**src/rtl/core/fixed_window_admission_limiter_core_macros.svh**
```systemverilog
// Assertion helpers used by the admission limiter core.
`ifndef FIXED_WINDOW_ADMISSION_LIMITER_CORE_MACROS_SVH
`define FIXED_WINDOW_ADMISSION_LIMITER_CORE_MACROS_SVH

// Same-cycle implication, disabled while reset is asserted.
`define FWAL_ASSERT_NOW(label, ck, rn, ante, cons, msg) \
    label: assert property (@(posedge ck) disable iff (!rn) (ante) |-> (cons)) \
        else $error(msg);

// Next-cycle implication, disabled while reset is asserted.
`define FWAL_ASSERT_NEXT(label, ck, rn, ante, cons, msg) \
    label: assert property (@(posedge ck) disable iff (!rn) (ante) |=> (cons)) \
        else $error(msg);

`endif

```
**src/rtl/core/fwal_pkg.sv**
```systemverilog
`timescale 1ns / 1ps
`default_nettype none

package fwal_pkg;

    // Field widths of the request, result and configuration port.
    localparam int REQ_TIME_W  = 32;
    localparam int CFG_INDEX_W = 3;
    localparam int CFG_DATA_W  = 32;
    localparam int WIN_LEN_W   = 32;
    localparam int WIN_LIMIT_W = 16;
    localparam int GAP_W       = 32;
    localparam int COOLDOWN_W  = 32;

    // Configuration register indexes.
    localparam logic [CFG_INDEX_W-1:0] REG_WINDOW_LENGTH   = 3'd0;
    localparam logic [CFG_INDEX_W-1:0] REG_WINDOW_LIMIT    = 3'd1;
    localparam logic [CFG_INDEX_W-1:0] REG_MINIMUM_GAP     = 3'd2;
    localparam logic [CFG_INDEX_W-1:0] REG_COOLDOWN_LENGTH = 3'd3;
    localparam logic [CFG_INDEX_W-1:0] REG_MAINTENANCE_ON  = 3'd4;

    // Reset values of the configuration registers.
    localparam logic [WIN_LEN_W-1:0]   RST_WINDOW_LENGTH   = 32'd10000;
    localparam logic [WIN_LIMIT_W-1:0] RST_WINDOW_LIMIT    = 16'd3;
    localparam logic [GAP_W-1:0]       RST_MINIMUM_GAP     = 32'd500;
    localparam logic [COOLDOWN_W-1:0]  RST_COOLDOWN_LENGTH = 32'd3000;
    localparam logic                   RST_MAINTENANCE_ON  = 1'b0;

    // Reason codes returned with every decision.
    typedef enum logic [2:0] {
        CAUSE_ACCEPTED     = 3'd0,
        CAUSE_MAINTENANCE  = 3'd1,
        CAUSE_COOLDOWN     = 3'd2,
        CAUSE_MIN_GAP      = 3'd3,
        CAUSE_WINDOW_LIMIT = 3'd4
    } cause_t;

    // Current configuration as seen by the policy logic.
    typedef struct packed {
        logic [WIN_LEN_W-1:0]   window_length;
        logic [WIN_LIMIT_W-1:0] grant_ceiling;
        logic [GAP_W-1:0]       minimum_gap;
        logic [COOLDOWN_W-1:0]  cooldown_length;
        logic                   maintenance_on;
    } cfg_t;

    // One decision.
    typedef struct packed {
        logic   granted;
        cause_t cause;
        logic   config_error;
    } result_t;

endpackage

`default_nettype wire

```
**src/rtl/core/fwal_if.sv**
```systemverilog
`timescale 1ns / 1ps
`default_nettype none

// Request channel: one item per admission request.
interface fwal_req_if;
    logic                            valid;
    logic                            ready;
    logic [fwal_pkg::REQ_TIME_W-1:0] request_time;
    logic                            override_flag;

    modport source (output valid, output request_time, output override_flag, input ready);
    modport sink (input valid, input request_time, input override_flag, output ready);
endinterface

// Result channel: one item per decision.
interface fwal_res_if;
    logic       valid;
    logic       ready;
    logic       granted;
    logic [2:0] cause;
    logic       config_error;

    modport source (output valid, output granted, output cause, output config_error,
                    input ready);
    modport sink (input valid, input granted, input cause, input config_error,
                  output ready);
endinterface

// Configuration write channel.
interface fwal_cfg_if;
    logic                             valid;
    logic                             ready;
    logic [fwal_pkg::CFG_INDEX_W-1:0] index;
    logic [fwal_pkg::CFG_DATA_W-1:0]  data;

    modport source (output valid, output index, output data, input ready);
    modport sink (input valid, input index, input data, output ready);
endinterface

`default_nettype wire

```
**src/rtl/core/fwal_cfg_regs.sv**
```systemverilog
`timescale 1ns / 1ps
`default_nettype none

module fwal_cfg_regs
(
    input  wire logic     clk,
    input  wire logic     rst_n,
    fwal_cfg_if.sink      cfg,
    output fwal_pkg::cfg_t cfg_values
);

    fwal_pkg::cfg_t cfg_reg;

    // Writes are always taken.
    assign cfg.ready  = 1'b1;
    assign cfg_values = cfg_reg;

    // Register file; writes to unused indexes are dropped.
    always_ff @(posedge clk or negedge rst_n)
    begin
        if (!rst_n)
        begin
            cfg_reg.window_length   <= fwal_pkg::RST_WINDOW_LENGTH;
            cfg_reg.grant_ceiling   <= fwal_pkg::RST_WINDOW_LIMIT;
            cfg_reg.minimum_gap     <= fwal_pkg::RST_MINIMUM_GAP;
            cfg_reg.cooldown_length <= fwal_pkg::RST_COOLDOWN_LENGTH;
            cfg_reg.maintenance_on  <= fwal_pkg::RST_MAINTENANCE_ON;
        end
        else if (cfg.valid)
        begin
            unique case (cfg.index)
                fwal_pkg::REG_WINDOW_LENGTH:
                    cfg_reg.window_length <= cfg.data[fwal_pkg::WIN_LEN_W-1:0];
                fwal_pkg::REG_WINDOW_LIMIT:
                    cfg_reg.grant_ceiling <= cfg.data[fwal_pkg::WIN_LIMIT_W-1:0];
                fwal_pkg::REG_MINIMUM_GAP:
                    cfg_reg.minimum_gap <= cfg.data[fwal_pkg::GAP_W-1:0];
                fwal_pkg::REG_COOLDOWN_LENGTH:
                    cfg_reg.cooldown_length <= cfg.data[fwal_pkg::COOLDOWN_W-1:0];
                fwal_pkg::REG_MAINTENANCE_ON:
                    cfg_reg.maintenance_on <= cfg.data[0];
                default:
                begin
                end
            endcase
        end
    end

endmodule

`default_nettype wire

```
**src/rtl/core/fwal_policy.sv**
```systemverilog
`timescale 1ns / 1ps
`default_nettype none

module fwal_policy #(
    parameter int TIME_WIDTH  = 32,
    parameter int COUNT_WIDTH = 16
)
(
    input  wire logic                            clk,
    input  wire logic                            rst_n,
    input  wire fwal_pkg::cfg_t                  cfg_values,
    input  wire logic                            fire,
    input  wire logic [fwal_pkg::REQ_TIME_W-1:0] request_time,
    input  wire logic                            override_flag,
    output fwal_pkg::result_t                    result
);

    // Sums are formed one bit wider than either operand so they never wrap.
    localparam int SUM_W = ((TIME_WIDTH > fwal_pkg::WIN_LEN_W) ? TIME_WIDTH
                                                                : fwal_pkg::WIN_LEN_W) + 1;
    localparam int LIM_W = (COUNT_WIDTH > fwal_pkg::WIN_LIMIT_W) ? COUNT_WIDTH
                                                                 : fwal_pkg::WIN_LIMIT_W;
    localparam logic [SUM_W-1:0] TIME_MAX  = SUM_W'({TIME_WIDTH{1'b1}});
    localparam logic [LIM_W-1:0] COUNT_MAX = LIM_W'({COUNT_WIDTH{1'b1}});

    logic [TIME_WIDTH-1:0]  window_begin_reg, window_begin_next;
    logic [TIME_WIDTH-1:0]  last_grant_time_reg, last_grant_time_next;
    logic                   last_grant_valid_reg, last_grant_valid_next;
    logic [TIME_WIDTH-1:0]  cooldown_end_reg, cooldown_end_next;
    logic [COUNT_WIDTH-1:0] grants_reg, grants_next;

    logic [SUM_W-1:0]       now_ext;
    logic [TIME_WIDTH-1:0]  now_time;
    logic [SUM_W-1:0]       window_end;
    logic                   restart;
    logic [COUNT_WIDTH-1:0] count_eff;
    logic [LIM_W-1:0]       limit_ext;
    logic [LIM_W-1:0]       limit_eff;
    logic signed [SUM_W:0]  now_s;
    logic signed [SUM_W:0]  last_s;
    logic signed [SUM_W:0]  gap_s;
    logic signed [SUM_W:0]  diff_s;
    logic                   gap_short;
    logic [SUM_W-1:0]       cooldown_sum;
    logic [TIME_WIDTH-1:0]  cooldown_sat;
    logic                   cfg_bad;
    logic                   cooling;
    logic                   limit_hit;

    // Timestamp is taken modulo the time range.
    assign now_ext  = SUM_W'(request_time);
    assign now_time = now_ext[TIME_WIDTH-1:0];

    // Window roll-over happens ahead of every check.
    assign window_end = SUM_W'(window_begin_reg) + SUM_W'(cfg_values.window_length);
    assign restart    = (SUM_W'(now_time) >= window_end);
    assign count_eff  = restart ? '0 : grants_reg;

    // The limit is clipped to what the grant counter can hold.
    assign limit_ext = LIM_W'(cfg_values.grant_ceiling);
    assign limit_eff = (limit_ext < COUNT_MAX) ? limit_ext : COUNT_MAX;
    assign limit_hit = (LIM_W'(count_eff) >= limit_eff);

    // Signed gap since the last grant; time running backwards gives a negative gap.
    assign now_s     = $signed({1'b0, SUM_W'(now_time)});
    assign last_s    = $signed({1'b0, SUM_W'(last_grant_time_reg)});
    assign gap_s     = $signed({1'b0, SUM_W'(cfg_values.minimum_gap)});
    assign diff_s    = now_s - last_s;
    assign gap_short = last_grant_valid_reg && (diff_s < gap_s);

    // Cooldown end saturates at the top of the time range.
    assign cooldown_sum = SUM_W'(now_time) + SUM_W'(cfg_values.cooldown_length);
    assign cooldown_sat = (cooldown_sum > TIME_MAX) ? TIME_MAX[TIME_WIDTH-1:0]
                                                    : cooldown_sum[TIME_WIDTH-1:0];

    assign cooling = (now_time < cooldown_end_reg);
    assign cfg_bad = (cfg_values.window_length == '0) || (cfg_values.grant_ceiling == '0);

    // Decision in priority order and the matching state update.
    always_comb
    begin
        window_begin_next     = window_begin_reg;
        last_grant_time_next  = last_grant_time_reg;
        last_grant_valid_next = last_grant_valid_reg;
        cooldown_end_next     = cooldown_end_reg;
        grants_next           = grants_reg;
        result.granted        = 1'b0;
        result.cause          = fwal_pkg::CAUSE_ACCEPTED;
        result.config_error   = 1'b0;

        if (cfg_bad)
        begin
            result.config_error = 1'b1;
        end
        else
        begin
            if (restart)
            begin
                window_begin_next = now_time;
            end
            grants_next = count_eff;

            priority if (cfg_values.maintenance_on && !override_flag)
            begin
                result.cause = fwal_pkg::CAUSE_MAINTENANCE;
            end
            else if (cooling)
            begin
                result.cause = fwal_pkg::CAUSE_COOLDOWN;
            end
            else if (gap_short)
            begin
                result.cause = fwal_pkg::CAUSE_MIN_GAP;
            end
            else if (limit_hit)
            begin
                result.cause      = fwal_pkg::CAUSE_WINDOW_LIMIT;
                cooldown_end_next = cooldown_sat;
            end
            else
            begin
                result.granted        = 1'b1;
                last_grant_time_next  = now_time;
                last_grant_valid_next = 1'b1;
                grants_next           = count_eff + COUNT_WIDTH'(1);
            end
        end
    end

    // Limiter state advances only when a request is decided.
    always_ff @(posedge clk or negedge rst_n)
    begin
        if (!rst_n)
        begin
            window_begin_reg     <= '0;
            last_grant_time_reg  <= '0;
            last_grant_valid_reg <= 1'b0;
            cooldown_end_reg     <= '0;
            grants_reg           <= '0;
        end
        else if (fire)
        begin
            window_begin_reg     <= window_begin_next;
            last_grant_time_reg  <= last_grant_time_next;
            last_grant_valid_reg <= last_grant_valid_next;
            cooldown_end_reg     <= cooldown_end_next;
            grants_reg           <= grants_next;
        end
    end

endmodule

`default_nettype wire

```
**src/rtl/core/fixed_window_admission_limiter_core.sv**
```systemverilog
// A request item waits in the request register until it is decided; its result item then waits in the result register.
// Throughput: one request item per cycle while the result side takes items; the decision and the state update
// are combinational between the request register and the result register.
// Reset (rst_n low, asynchronous): configuration returns to its default values,
// window, grant and cooldown state clear to zero and both stages empty.
`timescale 1ns / 1ps
`default_nettype none
`include "fixed_window_admission_limiter_core_macros.svh"

module fixed_window_admission_limiter_core #(
    parameter int TIME_WIDTH  = 32,
    parameter int COUNT_WIDTH = 16
)
(
    input  wire logic clk,
    input  wire logic rst_n,
    fwal_cfg_if.sink  cfg,
    fwal_req_if.sink  req,
    fwal_res_if.source res
);

    fwal_pkg::cfg_t    cfg_values;
    fwal_pkg::result_t decision;

    logic                            s1_valid_reg;
    logic [fwal_pkg::REQ_TIME_W-1:0] s1_time_reg;
    logic                            s1_override_reg;
    logic                            out_valid_reg;
    fwal_pkg::result_t               out_result_reg;
    logic                            advance;

    fwal_cfg_regs u_cfg_regs
    (
        .clk        (clk),
        .rst_n      (rst_n),
        .cfg        (cfg),
        .cfg_values (cfg_values)
    );

    fwal_policy #(
        .TIME_WIDTH  (TIME_WIDTH),
        .COUNT_WIDTH (COUNT_WIDTH)
    ) u_policy
    (
        .clk           (clk),
        .rst_n         (rst_n),
        .cfg_values    (cfg_values),
        .fire          (advance),
        .request_time  (s1_time_reg),
        .override_flag (s1_override_reg),
        .result        (decision)
    );

    // A registered item is decided when the result register is free or being emptied.
    assign advance   = s1_valid_reg && (!out_valid_reg || res.ready);
    assign req.ready = !s1_valid_reg || advance;

    // Request register occupancy.
    always_ff @(posedge clk or negedge rst_n)
    begin
        if (!rst_n)
        begin
            s1_valid_reg <= 1'b0;
        end
        else if (req.ready)
        begin
            s1_valid_reg <= req.valid;
        end
    end

    // Request payload.
    always_ff @(posedge clk)
    begin
        if (req.valid && req.ready)
        begin
            s1_time_reg     <= req.request_time;
            s1_override_reg <= req.override_flag;
        end
    end

    // Result register occupancy.
    always_ff @(posedge clk or negedge rst_n)
    begin
        if (!rst_n)
        begin
            out_valid_reg <= 1'b0;
        end
        else if (advance)
        begin
            out_valid_reg <= 1'b1;
        end
        else if (res.ready)
        begin
            out_valid_reg <= 1'b0;
        end
    end

    // Result payload.
    always_ff @(posedge clk)
    begin
        if (advance)
        begin
            out_result_reg <= decision;
        end
    end

    assign res.valid        = out_valid_reg;
    assign res.granted      = out_result_reg.granted;
    assign res.cause        = out_result_reg.cause;
    assign res.config_error = out_result_reg.config_error;

    // A grant always carries the accepted code and no error.
    `FWAL_ASSERT_NOW(a_grant_code, clk, rst_n, res.valid && res.granted, (res.cause == fwal_pkg::CAUSE_ACCEPTED) && !res.config_error, "grant with refusal code or error")
    // A configuration error never grants and carries no refusal code.
    `FWAL_ASSERT_NOW(a_error_code, clk, rst_n, res.valid && res.config_error, !res.granted && (res.cause == fwal_pkg::CAUSE_ACCEPTED), "error result with grant or cause")
    // A decided item shows up in the result register on the next cycle.
    `FWAL_ASSERT_NEXT(a_decide_lands, clk, rst_n, advance, res.valid, "decided item lost before result register")

endmodule

`default_nettype wire

```
**src/flat_wrapper.sv**
```systemverilog
// flat-port wrapper written by rule: the top's interface ports become plain ports
module fixed_window_admission_limiter_core_flat 
#(
    parameter int TIME_WIDTH  = 32,
    parameter int COUNT_WIDTH = 16
)
  (clk, rst_n, cfg_valid, cfg_index, cfg_data, cfg_ready, req_valid, req_request_time, req_override_flag, req_ready, res_valid, res_granted, res_cause, res_config_error, res_ready);
  fwal_cfg_if cfg_i ();
  fwal_req_if req_i ();
  fwal_res_if res_i ();
  input  wire logic clk;
  input  wire logic rst_n;
  input wire logic [$bits(cfg_i.valid)-1:0] cfg_valid;
  input wire logic [$bits(cfg_i.index)-1:0] cfg_index;
  input wire logic [$bits(cfg_i.data)-1:0] cfg_data;
  output wire logic [$bits(cfg_i.ready)-1:0] cfg_ready;
  input wire logic [$bits(req_i.valid)-1:0] req_valid;
  input wire logic [$bits(req_i.request_time)-1:0] req_request_time;
  input wire logic [$bits(req_i.override_flag)-1:0] req_override_flag;
  output wire logic [$bits(req_i.ready)-1:0] req_ready;
  output wire logic [$bits(res_i.valid)-1:0] res_valid;
  output wire logic [$bits(res_i.granted)-1:0] res_granted;
  output wire logic [$bits(res_i.cause)-1:0] res_cause;
  output wire logic [$bits(res_i.config_error)-1:0] res_config_error;
  input wire logic [$bits(res_i.ready)-1:0] res_ready;
  assign cfg_i.valid = cfg_valid;
  assign cfg_i.index = cfg_index;
  assign cfg_i.data = cfg_data;
  assign cfg_ready = cfg_i.ready;
  assign req_i.valid = req_valid;
  assign req_i.request_time = req_request_time;
  assign req_i.override_flag = req_override_flag;
  assign req_ready = req_i.ready;
  assign res_valid = res_i.valid;
  assign res_granted = res_i.granted;
  assign res_cause = res_i.cause;
  assign res_config_error = res_i.config_error;
  assign res_i.ready = res_ready;
  fixed_window_admission_limiter_core #(.TIME_WIDTH(TIME_WIDTH), .COUNT_WIDTH(COUNT_WIDTH)) u_core (.clk(clk), .rst_n(rst_n), .cfg(cfg_i), .req(req_i), .res(res_i));
endmodule
```
**config.mk**
```make
export PLATFORM = sky130hd
export DESIGN_NAME = fixed_window_admission_limiter_core_flat
export DESIGN_NICKNAME = d
export VERILOG_FILES = /design/src/rtl/core/fwal_pkg.sv /design/src/rtl/core/fwal_if.sv /design/src/rtl/core/fwal_cfg_regs.sv /design/src/rtl/core/fwal_policy.sv /design/src/rtl/core/fixed_window_admission_limiter_core.sv /design/src/flat_wrapper.sv
export VERILOG_INCLUDE_DIRS = /design/src /design/src/rtl/core
export SDC_FILE = /design/constraint.sdc
export NUM_CORES = 1
export LEC_CHECK = 0
export ABC_AREA = 1
export BUFFER_PORTS_ARGS = -buffer_cell sky130_fd_sc_hd__buf_2
export CORE_MARGIN = 5
export CORE_UTILIZATION = 30
export DETAILED_ROUTE_END_ITERATION = 16
export HOLD_SLACK_MARGIN = 0.1
export PLACE_DENSITY = 0.56
export SLEW_MARGIN = 20
export SYNTH_ARGS = -nofsm -noshare
export SYNTH_HDL_FRONTEND = slang
export SYNTH_HIERARCHICAL = 1
export SYNTH_SLANG_ARGS = --single-unit
```
**constraint.sdc**
```tcl
create_clock -name clk -period 6.8 [get_ports clk]
set_input_delay 1.02 -clock clk [delete_from_list [all_inputs] [get_ports clk]]
set_output_delay 1.02 -clock clk [all_outputs]
set_load 0.1 [all_outputs]
```
==> metrics <==
status complete, no violations; number of flip-flops and latches in the synthesized netlist 266; max reg flops around 110; Crit-path slowest cell sky130_fd_sc_hd__fa_1; initial antenna violation count 0; Synth Instances 2309; drt first-iter violations around 1200; count of flip-flops with a built-in enable after synthesis 38; area post-placement 19500 sq um; Cells on Worst Hold Path 2; site row count 90; r2r endpoint u_core/u_policy/cooldown_end_reg[30]$_DFFE_PN0P_; H-tree levels 2; number of filler instances in the final layout roughly 6300; total global routing overflow 0; nets in the synthesized netlist 2592; origin of the worst min-delay path u_core/u_cfg_regs/cfg_values[35]$_DFFE_PN1P_; Relative slew margins 0.258; first drt pass iteration count 5; startpoint types flop; Ports between 80 and 90; number of clock sinks 266; CTS Buffer Depth 3; ratio of final minimum period to clock period 0.929; number of nets in the final layout 2674; worst-case register-to-register setup slack 480 ps; source-to-sink clock delay at the later pin of the worst-skew pair 570 ps; Vert. Die Dim 257 um; end-of-flow core utilization 0.345; Vias ~16000; count of buffer and inverter cells on the critical path 5; unrepaired setup endpoints after global routing false; Distinct cells, synth 58; cell depth of the worst flop-to-flop path 35; accumulated negative setup slack 0 ps; die area about 66000 sq um; cell at the root of the clock tree sky130_fd_sc_hd__clkbuf_16; maximum number of pins on one net before global-route repair 129; async set-or-reset flop fraction in the synthesized netlist 0.857; aggregate global-route resource usage 0.168; most used flip-flop cell after synthesis sky130_fd_sc_hd__dfrtp_1; final wirelength 57900 um; routed via count divided by cell count 5.01; f_max roughly 160 MHz; fraction of layout cells with a size suffix above 1 0.102; starting density of the core 0.303; TritonCTS clock tree yes; maximum VDD drop 0.000161 V; Buffers on Ports 79; worst-path maximum fanout 32; mean instance size in the synthesized netlist ~7.9 sq um; CTS buffer count 35; detailed-route wire length per cell roughly 18 um; Pleak around 0.01 uW; via count of the first global-routing pass 15700; Min-Delay Endpoint u_core/u_cfg_regs/cfg_values[35]$_DFFE_PN1P_; pwr/cell area 316 nW/um^2; Worst Setup End Kind flop; final instance area 20800 sq um; Final HPWL DP 43300 um; Worst-Margin Slew 1110 ps; max incr delay on CP 420 ps; share of the yosys chip area belonging to registers 0.376; routability cong. 0.910; final-report hold violation count 0; Clock Skew 20.0 ps; Worst Path Required around 7300 ps; Max-cap violations 0; minimum clock period after layout about 6300 ps; Crit Reg-Reg Startpoint u_core/u_cfg_regs/cfg_values[81]$_DFFE_PN0P_; cell area after technology mapping 18300 sq um; CP arrival 6810 ps; clock transition at the register clock pins on the worst setup and hold paths after CTS 60 ps; Largest delay share family, worst path compound AO/OA/AOI/OAI gates; count of unresolved DRC violations after routing 0; n_diodes 0; number of nets with antenna violations after routing 0; Placeable Area 60400 sq um; critical setup path kind reg2reg; worst hold path class reg2reg; Non-Filler Instances 3200; layout overhead on the synthesized area 13.8%; Top cell by count, worst path sky130_fd_sc_hd__nand2_1; power consumption 6580 uW; number of max-slew violations in the final report 0; count of hold buffers inserted by post-cts repair 0; first-pass GRT wire length between 80000 and 90000 um; number of setup violations in the final report 0; die extent in x 257 um; number of placed instances, taps included 3126; warnings from Yosys 6
-- placed cells by master (no fill, tap or decap), types with 20 or more instances in the layout --
cell	Yosys	routed
sky130_fd_sc_hd__nand2_1	617	614
sky130_fd_sc_hd__inv_1	285	283
sky130_fd_sc_hd__dfrtp_1	208	208
sky130_fd_sc_hd__ha_1	207	207
sky130_fd_sc_hd__a21oi_1	165	163
sky130_fd_sc_hd__nand3_1	135	134
sky130_fd_sc_hd__nor2_1	125	125
sky130_fd_sc_hd__o21ai_0	125	125
sky130_fd_sc_hd__buf_2	26	78
sky130_fd_sc_hd__xor2_1	55	55
sky130_fd_sc_hd__xnor2_1	39	39
sky130_fd_sc_hd__edfxtp_1	38	38
sky130_fd_sc_hd__clkbuf_16	0	36
sky130_fd_sc_hd__o21ai_2	30	30
sky130_fd_sc_hd__o21ai_1	28	28
sky130_fd_sc_hd__nor3_1	25	25
sky130_fd_sc_hd__nand4_1	22	22
sky130_fd_sc_hd__dfstp_2	20	20
-- cell families (layout without fill, tap and decap cells) --
| group | after synthesis | count (layout) | share of synthesized area |
|---|---|---|---|
| AO/OA/AOI/OAI | 416 | 416 | 0.130 |
| XOR/XNOR | 94 | 94 | 0.0450 |
| adder cells (fa/ha/maj) | 210 | 210 | 0.145 |
| buffers and inverters | 348 | 456 | 0.0795 |
| flip-flops | 266 | 266 | 0.376 |
| other | 1 | 1 | 0.000205 |
| AND/OR/NAND/NOR | 974 | 975 | 0.224 |
-- layout make-up --
class,instances,area (sq um),share of cell area
Tap cell,782,978,0.0470
Clock buffer,45,933,0.0448
Multi-Input combinational cell,1696,10000,0.481
Inverter,290,1090,0.0525
Sequential cell,266,6870,0.330
Timing Repair Buffer,102,653,0.0314
Clock inverter,19,285,0.0137
-- synthesized netlist by cell type, drive strengths merged (2+ instances only) --
master	count	area, sq um
nor2	132	533
nand4	23	150
o211ai	8	60.1
and3	2	12.5
nand3	136	686
dfrtp	208	5200
buf	49	329
nand3b	3	22.5
ha	207	2590
o21ai	183	1030
edfxtp	38	1140
dfstp	20	526
nand2	625	2380
xor2	55	482
a211oi	4	30.0
a31o	3	26.3
o21bai	9	71.3
or2	3	18.8
fa	3	60.1
o21a	11	82.6
inv	290	1090
a21o	4	30.0
a31oi	7	43.8
a21oi	165	826
nor4	19	119
clkbuf	9	37.5
o221ai	8	70.1
nor3	25	125
xnor2	39	342
a21boi	5	37.5
o31ai	3	27.5
a221oi	2	17.5
nor3b	2	31.3
-- worst min-delay path, stage by stage (launching register included) --
cell and delay [ps]:
sky130_fd_sc_hd__dfstp_2 360, sky130_fd_sc_hd__nand2_1 50, sky130_fd_sc_hd__nand2_1 40
-- where the power goes --
group          internal, uW  switching, uW
registers              1870            210
logic                   942           1560
clock network          1220            776
total                  4030           2550
-- per-layer routing --
layer  up-vias  wire [um]  global-route usage
met5         -          0                   0
met4         0       1160              0.0424
met3        78       2870              0.0262
met2       419      26300               0.274
met1      7718      27600               0.236
li1       7806          -                   -
-- worst max-delay path by stage --
stage | startpoint | to | slack, ps | cells past startpoint
final | u_core/u_cfg_regs/cfg_values[81]$_DFFE_PN0P_ | u_core/u_policy/cooldown_end_reg[30]$_DFFE_PN0P_ | 480 | 35
after global routing | u_core/u_cfg_regs/cfg_values[81]$_DFFE_PN0P_ | u_core/u_policy/grants_reg[3]$_DFFE_PN0P_ | 10 | 39
after CTS | u_core/u_cfg_regs/cfg_values[81]$_DFFE_PN0P_ | u_core/u_policy/cooldown_end_reg[8]$_DFFE_PN0P_ | 100 | 35
after detailed placement | u_core/u_cfg_regs/cfg_values[81]$_DFFE_PN0P_ | u_core/u_policy/cooldown_end_reg[8]$_DFFE_PN0P_ | -40 | 35
after global placement | u_core/u_cfg_regs/cfg_values[81]$_DFFE_PN0P_ | u_core/u_policy/cooldown_end_reg[10]$_DFFE_PN0P_ | 160 | 35
after floorplan | u_core/u_cfg_regs/cfg_values[81]$_DFFE_PN0P_ | u_core/u_policy/grants_reg[3]$_DFFE_PN0P_ | 760 | 37
-- stage by stage --
stage	hold slack, ps	worst slack, ps
floorplan	441	762
global placement	453	162
detailed placement	454	-36.4
CTS	463	95.8
global route	487	11.5
finish	461	480
-- what timing repair did --
action	4_1_cts	5_1_grt
buffers inserted	0	7
gates resized for setup	1	10
pin swaps	0	2
gates cloned	0	2
endpoints found under the setup margin	17	83
Power figures use the tool's default switching activity.
